File: src/rtl/u8sd_pkg.sv
`default_nettype none

package u8sd_pkg;

    localparam int BUF_DEPTH = 4;
    localparam int CNT_W     = 3;

    localparam logic [20:0] REPL_CHAR = 21'h00FFFD;
    localparam logic [20:0] MIN_2B    = 21'h000080;
    localparam logic [20:0] MIN_3B    = 21'h000800;
    localparam logic [20:0] MIN_4B    = 21'h010000;
    localparam logic [20:0] MAX_CP    = 21'h10FFFF;
    localparam logic [20:0] SURR_LO   = 21'h00D800;
    localparam logic [20:0] SURR_HI   = 21'h00DFFF;

    typedef logic [7:0]  byte_t;
    typedef logic [20:0] cp_t;

    // One step of the window decoder.
    typedef struct packed {
        logic             emit;
        cp_t              cp;
        logic             bad;
        logic [CNT_W-1:0] adv;
        logic             last;
    } win_res_t;

    function automatic logic [2:0] lead_len(input byte_t b);
        logic [2:0] len;
        len = 3'd0;
        if ((b & 8'hE0) == 8'hC0)
            len = 3'd2;
        else if ((b & 8'hF0) == 8'hE0)
            len = 3'd3;
        else if ((b & 8'hF8) == 8'hF0)
            len = 3'd4;
        return len;
    endfunction

    function automatic logic is_cont(input byte_t b);
        return (b & 8'hC0) == 8'h80;
    endfunction

endpackage

`default_nettype wire

File: src/rtl/u8sd_window.sv
`default_nettype none

// Judges the window that starts at the head of the byte buffer and looks
// ahead one window to tell whether the result is the last for this beat.
module u8sd_window (
    input  u8sd_pkg::byte_t                  buf_bytes [u8sd_pkg::BUF_DEPTH],
    input  logic [u8sd_pkg::CNT_W-1:0]       fill,
    input  logic                             fin,
    output u8sd_pkg::win_res_t               res
);
    import u8sd_pkg::*;

    byte_t            c0;
    logic [2:0]       len;
    logic             c1_ok;
    logic             c2_ok;
    logic             c3_ok;
    cp_t              cp2;
    cp_t              cp3;
    cp_t              cp4;
    logic [CNT_W-1:0] rem;
    byte_t            nxt;
    logic [2:0]       nxt_len;

    assign c0    = buf_bytes[0];
    assign len   = lead_len(c0);
    assign c1_ok = is_cont(buf_bytes[1]);
    assign c2_ok = is_cont(buf_bytes[2]);
    assign c3_ok = is_cont(buf_bytes[3]);

    assign cp2 = {10'd0, c0[4:0], buf_bytes[1][5:0]};
    assign cp3 = {5'd0, c0[3:0], buf_bytes[1][5:0], buf_bytes[2][5:0]};
    assign cp4 = {c0[2:0], buf_bytes[1][5:0], buf_bytes[2][5:0], buf_bytes[3][5:0]};

    always_comb
    begin
        res.emit = 1'b1;
        res.cp   = REPL_CHAR;
        res.bad  = 1'b1;
        res.adv  = CNT_W'(1);
        if (!c0[7])
        begin
            res.cp  = {13'd0, c0};
            res.bad = 1'b0;
        end
        else if (len == 3'd0)
        begin
            res.adv = CNT_W'(1);
        end
        else if (fill < len)
        begin
            // cut short: swallow everything at end of text, else wait
            res.emit = fin;
            res.adv  = fin ? fill : CNT_W'(0);
        end
        else
        begin
            case (len)
                3'd2:
                begin
                    if (c1_ok)
                    begin
                        res.adv = CNT_W'(2);
                        if (cp2 >= MIN_2B)
                        begin
                            res.cp  = cp2;
                            res.bad = 1'b0;
                        end
                    end
                end
                3'd3:
                begin
                    if (!c1_ok)
                        res.adv = CNT_W'(1);
                    else if (!c2_ok)
                        res.adv = CNT_W'(2);
                    else
                    begin
                        res.adv = CNT_W'(3);
                        if (cp3 >= MIN_3B && !(cp3 >= SURR_LO && cp3 <= SURR_HI))
                        begin
                            res.cp  = cp3;
                            res.bad = 1'b0;
                        end
                    end
                end
                default:
                begin
                    if (!c1_ok)
                        res.adv = CNT_W'(1);
                    else if (!c2_ok)
                        res.adv = CNT_W'(2);
                    else if (!c3_ok)
                        res.adv = CNT_W'(3);
                    else
                    begin
                        res.adv = CNT_W'(4);
                        if (cp4 >= MIN_4B && cp4 <= MAX_CP)
                        begin
                            res.cp  = cp4;
                            res.bad = 1'b0;
                        end
                    end
                end
            endcase
        end

        // Last when nothing remains, or what remains is a window still open.
        rem      = fill - res.adv;
        nxt      = buf_bytes[res.adv[1:0]];
        nxt_len  = lead_len(nxt);
        res.last = (rem == CNT_W'(0)) ||
                   (!fin && nxt_len != 3'd0 && rem < nxt_len);
    end

endmodule

`default_nettype wire

File: src/rtl/utf8_stream_decoder_unit.sv
`default_nettype none

// Channel   Direction  Handshake                  Payload
// bytes     in         byte_valid / byte_stall    text_byte, final_byte
// results   out        result_valid / result_stall code_point, was_invalid,
//                                                 run_last, text_done
//
// A byte is loaded in ST_IDLE, then ST_RUN steps once per result; a byte
// only leaving a window open gets one step without a result. The shared
// window decoder judges one window per cycle unless a result is stalled,
// which holds it in place. byte_stall is high while a byte is worked on.
// Reset clears the pending count, the sequencer and the result valid flag.
module utf8_stream_decoder_unit (
    input  logic                  clk,
    input  logic                  rst_n,
    input  logic                  byte_valid,
    output logic                  byte_stall,
    input  u8sd_pkg::byte_t       text_byte,
    input  logic                  final_byte,
    output logic                  result_valid,
    input  logic                  result_stall,
    output u8sd_pkg::cp_t         code_point,
    output logic                  was_invalid,
    output logic                  run_last,
    output logic                  text_done
);
    import u8sd_pkg::*;

    localparam logic ST_IDLE = 1'b0;
    localparam logic ST_RUN  = 1'b1;

    logic             state_reg;
    logic             state_next;
    byte_t            buf_reg  [BUF_DEPTH];
    byte_t            buf_next [BUF_DEPTH];
    logic [CNT_W-1:0] fill_reg;
    logic [CNT_W-1:0] fill_next;
    logic             fin_reg;
    logic             fin_next;
    logic             res_valid_reg;
    logic             res_valid_next;
    cp_t              cp_reg;
    cp_t              cp_next;
    logic             bad_reg;
    logic             bad_next;
    logic             last_reg;
    logic             last_next;
    logic             done_reg;
    logic             done_next;
    logic             byte_take;
    logic             step_go;
    logic [CNT_W-1:0] src_idx [BUF_DEPTH];
    win_res_t         win;

    u8sd_window u_window (
        .buf_bytes (buf_reg),
        .fill      (fill_reg),
        .fin       (fin_reg),
        .res       (win)
    );

    assign byte_take = byte_valid && (state_reg == ST_IDLE);
    assign step_go   = (state_reg == ST_RUN) && (!res_valid_reg || !result_stall);

    always_comb
    begin
        for (int i = 0; i < BUF_DEPTH; i++)
            src_idx[i] = CNT_W'(i) + win.adv;
    end

    always_comb
    begin
        state_next     = state_reg;
        buf_next       = buf_reg;
        fill_next      = fill_reg;
        fin_next       = fin_reg;
        res_valid_next = res_valid_reg;
        cp_next        = cp_reg;
        bad_next       = bad_reg;
        last_next      = last_reg;
        done_next      = done_reg;

        if (res_valid_reg && !result_stall)
            res_valid_next = 1'b0;

        unique case (state_reg)
            ST_IDLE:
            begin
                if (byte_take)
                begin
                    buf_next[fill_reg[1:0]] = text_byte;
                    fill_next  = fill_reg + CNT_W'(1);
                    fin_next   = final_byte;
                    state_next = ST_RUN;
                end
            end
            ST_RUN:
            begin
                if (step_go)
                begin
                    // drop the consumed bytes off the head
                    for (int i = 0; i < BUF_DEPTH; i++)
                        if (src_idx[i] < CNT_W'(BUF_DEPTH))
                            buf_next[i] = buf_reg[src_idx[i][1:0]];
                    fill_next = fill_reg - win.adv;
                    if (win.emit)
                    begin
                        res_valid_next = 1'b1;
                        cp_next        = win.cp;
                        bad_next       = win.bad;
                        last_next      = win.last;
                        done_next      = win.last && fin_reg;
                    end
                    if (!win.emit || win.last)
                        state_next = ST_IDLE;
                end
            end
            default:
            begin
                state_next = ST_IDLE;
            end
        endcase
    end

    always_ff @(posedge clk or negedge rst_n)
    begin
        if (!rst_n)
        begin
            state_reg     <= ST_IDLE;
            fill_reg      <= '0;
            res_valid_reg <= 1'b0;
        end
        else
        begin
            state_reg     <= state_next;
            fill_reg      <= fill_next;
            res_valid_reg <= res_valid_next;
        end
    end

    always_ff @(posedge clk)
    begin
        buf_reg  <= buf_next;
        fin_reg  <= fin_next;
        cp_reg   <= cp_next;
        bad_reg  <= bad_next;
        last_reg <= last_next;
        done_reg <= done_next;
    end

    assign byte_stall   = (state_reg != ST_IDLE);
    assign result_valid = res_valid_reg;
    assign code_point   = cp_reg;
    assign was_invalid  = bad_reg;
    assign run_last     = last_reg;
    assign text_done    = done_reg;

endmodule

`default_nettype wire

File: config.mk
export PLATFORM = sky130hd
export DESIGN_NAME = utf8_stream_decoder_unit
export DESIGN_NICKNAME = d
export VERILOG_FILES = /design/src/rtl/u8sd_pkg.sv /design/src/rtl/u8sd_window.sv /design/src/rtl/utf8_stream_decoder_unit.sv
export SDC_FILE = /design/constraint.sdc
export NUM_CORES = 1
export LEC_CHECK = 0
export BUFFER_PORTS_ARGS = -buffer_cell sky130_fd_sc_hd__buf_2
export CORE_UTILIZATION = 55
export DETAILED_ROUTE_END_ITERATION = 8
export PLACE_DENSITY = 0.75
export SYNTH_ARGS = -nofsm -noshare
export SYNTH_HDL_FRONTEND = slang
export SYNTH_SLANG_ARGS = --single-unit
File: constraint.sdc
create_clock -name clk -period 6.3 [get_ports clk]
set_input_delay 1.575 -clock clk [delete_from_list [all_inputs] [get_ports clk]]
set_output_delay 1.575 -clock clk [all_outputs]
set_load 0.005 [all_outputs]
==> metrics.cfg <==
[status]
status=finished clean

[synthesis]
synth_top_cells_by_area=edfxtp_1 39%, mux4_2 10%, a22o_1 4.6%
synth-edff-count=57
synth_top_area_cell=edfxtp_1
synth_seq_cells=62
synth_cell_type_count=63
syn_inst=396
synthDominantCellAreaShare=0.393
avgSynthCellArea_um2=11.0
ys_seq_area_frac=0.422
synthFlopType=edfxtp_1
synth-async-reset-ratio=0.0806
syn-cell-area_mm2=0.00435
synth_nets=421
yosys_warnings=0

[setup_path]
cp-end-kind=flip-flop
startpoint_type=flip-flop
required_ns=6.54
worstSetupPathType=reg -> reg
critPathMaxFanout=23
arrival_ns=5.78

[pwr]
ir_worst_vdd_v=0.000326
power.density_mw_per_mm2=650
power.total_mw=3.10
p_leak_nw=1.86

[sta]
hold_viol=0
fin_tns_setup_ns=0
maxSlewViolCount=0
slew_headroom=0.280
finalCritPeriodShare=0.879
fin_ws_ns=0.760
fmax_mhz=181
rsz0062_at_grt=false
min_period_ns=5.54
hold_ws_ns=0.577
setup_viol=0
worst_pin_slew_ns=1.08
skew_ns=0.00884

[floorplanning]
die_area_mm2=0.00827
die_h_um=91.0
start_util=0.566
core_mm2=0.00769
rows=32
die_x_um=91.0
num_io_pins=39

[cts]
cts.sinks=62
cts_buffer_depth=2
path_clk_slew_ns=0.08
cts_made_buffers=9
cts_root_buffer=clkbuf_8
cts_tree=built
worstSkewPairLatency_ns=0.37
htreeDepth=3
cts_hold_buf=0
ctsResizeCount=0
post-cts-setup-buffers=0

[layout]
antennaDiodeCount=0
fillers=610
largest_reg_flops=32
areaGrowthSynthToFinish_pct=9.63
design_area_mm2=0.00477
final_cells=525
fin_util=0.621
final_nets=443
drive_above_1_share=0.222

[detailed_routing]
route.met2.wl_mm=4.87
wl_met3_mm=1.11
drt_first_pass_iters=5
routed_wl_mm=10.8
vias_per_cell=6.69
vias=3511
routed.top_layer=met4
drtIter0Drc=383
wl_per_cell_um=20.6
ant_nets=0
drcViolationCount=0
wl_met1_mm=4.62

[global_routing]
grt_overflow=0
grt_max_degree=55
grt_pass1_wl_mm=17.4
grt_pass1_vias=3277
track_usage=0.276
antenna_found_initial=0

[job]
drv_cap=0

[placed_design]
placedCellCount=509
port_buffers=38
dp_hpwl_mm=7.33
gp_congestion=0.917
pre_cts_ws_ns=0.958
post_dp_cell_area_mm2=0.00458

[min_path]
hold_path_class=reg -> reg

## cell usage after synthesis, types with 11 or more instances
cell,count
a21oi_1,13
nor2b_1,12
clkbuf_1,21
inv_1,11
mux2i_1,17
ha_1,11
o22ai_1,11
nor2_1,23
mux4_2,20
edfxtp_1,57
nand2_1,42
a22o_1,23
## metal layers
metal | track usage | vias up
met3 | 0.0787 | 33
met1 | 0.394 | 1668
li1 | - | 1574
met2 | 0.402 | 236
met5 | 0 | -
met4 | 0.101 | 0
## cell usage in the layout (no fill, tap or decap), types with 2 or more instances in the layout
cell type and count:
nand2_1 42, clkinv_1 3, nand2b_1 6, o21ai_0 9, buf_2 38, a32o_1 3, a32oi_1 2, a211oi_1 2
inv_6 3, a22o_1 23, and2_1 4, clkbuf_8 9, ha_1 11, o31ai_1 3, nor2b_1 12, nor4_1 4
xnor2_1 6, o22a_1 7, mux2i_1 17, o22ai_1 11, o21a_1 4, dfrtp_1 5, inv_1 11, a221oi_1 5
nand4_1 2, o21ai_1 8, a31oi_1 2, mux4_2 20, edfxtp_1 57, nor2_1 22, o211ai_1 3, buf_4 8
a21oi_1 13, and3_1 2, nor3_1 8, nand3_1 7
## worst max-delay path, cell delays in order (launching register included)
cell and delay [ns]:
edfxtp_1 0.75, nand2_1 0.33, nor2_1 0.25, clkinv_1 0.28
ha_1 0.37, nor3_1 0.07, a211oi_4 0.47, mux2i_4 0.49
buf_4 0.40, mux2i_1 0.19, a21oi_4 0.20, o221ai_2 0.13
or3_1 0.40, ha_1 0.30, a211oi_1 0.23, o21ai_1 0.13
o31ai_2 0.25, and2_1 0.15
## path summary, 6_finish.rpt
path,startpoint,to,slack [ns],depth (start not counted)
max,buf_reg[31],text_done,0.76,17
min,result_valid,byte_stall,0.58,2
max reg2reg,buf_reg[31],text_done,0.76,17
min reg2reg,result_valid,byte_stall,0.58,2
max in group asynchronous,rst_n,fill_reg[2],5.16,1
min in group asynchronous,rst_n,fill_reg[1],1.01,1
## area by class of cell
cell class | instances | area (µm²) | share of cell area
Sequential cell | 62 | 1840 | 0.385
Clock buffer | 9 | 124 | 0.0260
Inverter | 13 | 48.8 | 0.0102
Timing Repair Buffer | 46 | 250 | 0.0525
Tap cell | 102 | 128 | 0.0268
Clock inverter | 7 | 71.3 | 0.0149
Multi-Input combinational cell | 286 | 2310 | 0.485
## power breakdown
part           total [mW]  switching, mW  leakage (nW)  internal (mW)
sequential           1.06          0.285         0.608          0.775
clock               0.360          0.176        0.0957          0.184
combinational        1.68          0.884          1.15          0.797
## cell families (layout without fill, tap and decap cells)
kind of cell,count (synthesis),after routing,share of synthesized area
AND/OR/NAND/NOR,118,118,0.132
AO/OA/AOI/OAI,108,108,0.191
flip-flops,62,62,0.422
buffers and inverters,48,75,0.0509
multiplexers,41,41,0.154
adder cells (fa/ha/maj),12,12,0.0362
XOR/XNOR,7,7,0.0141
Note: power is estimated with default switching activity, not from simulation.
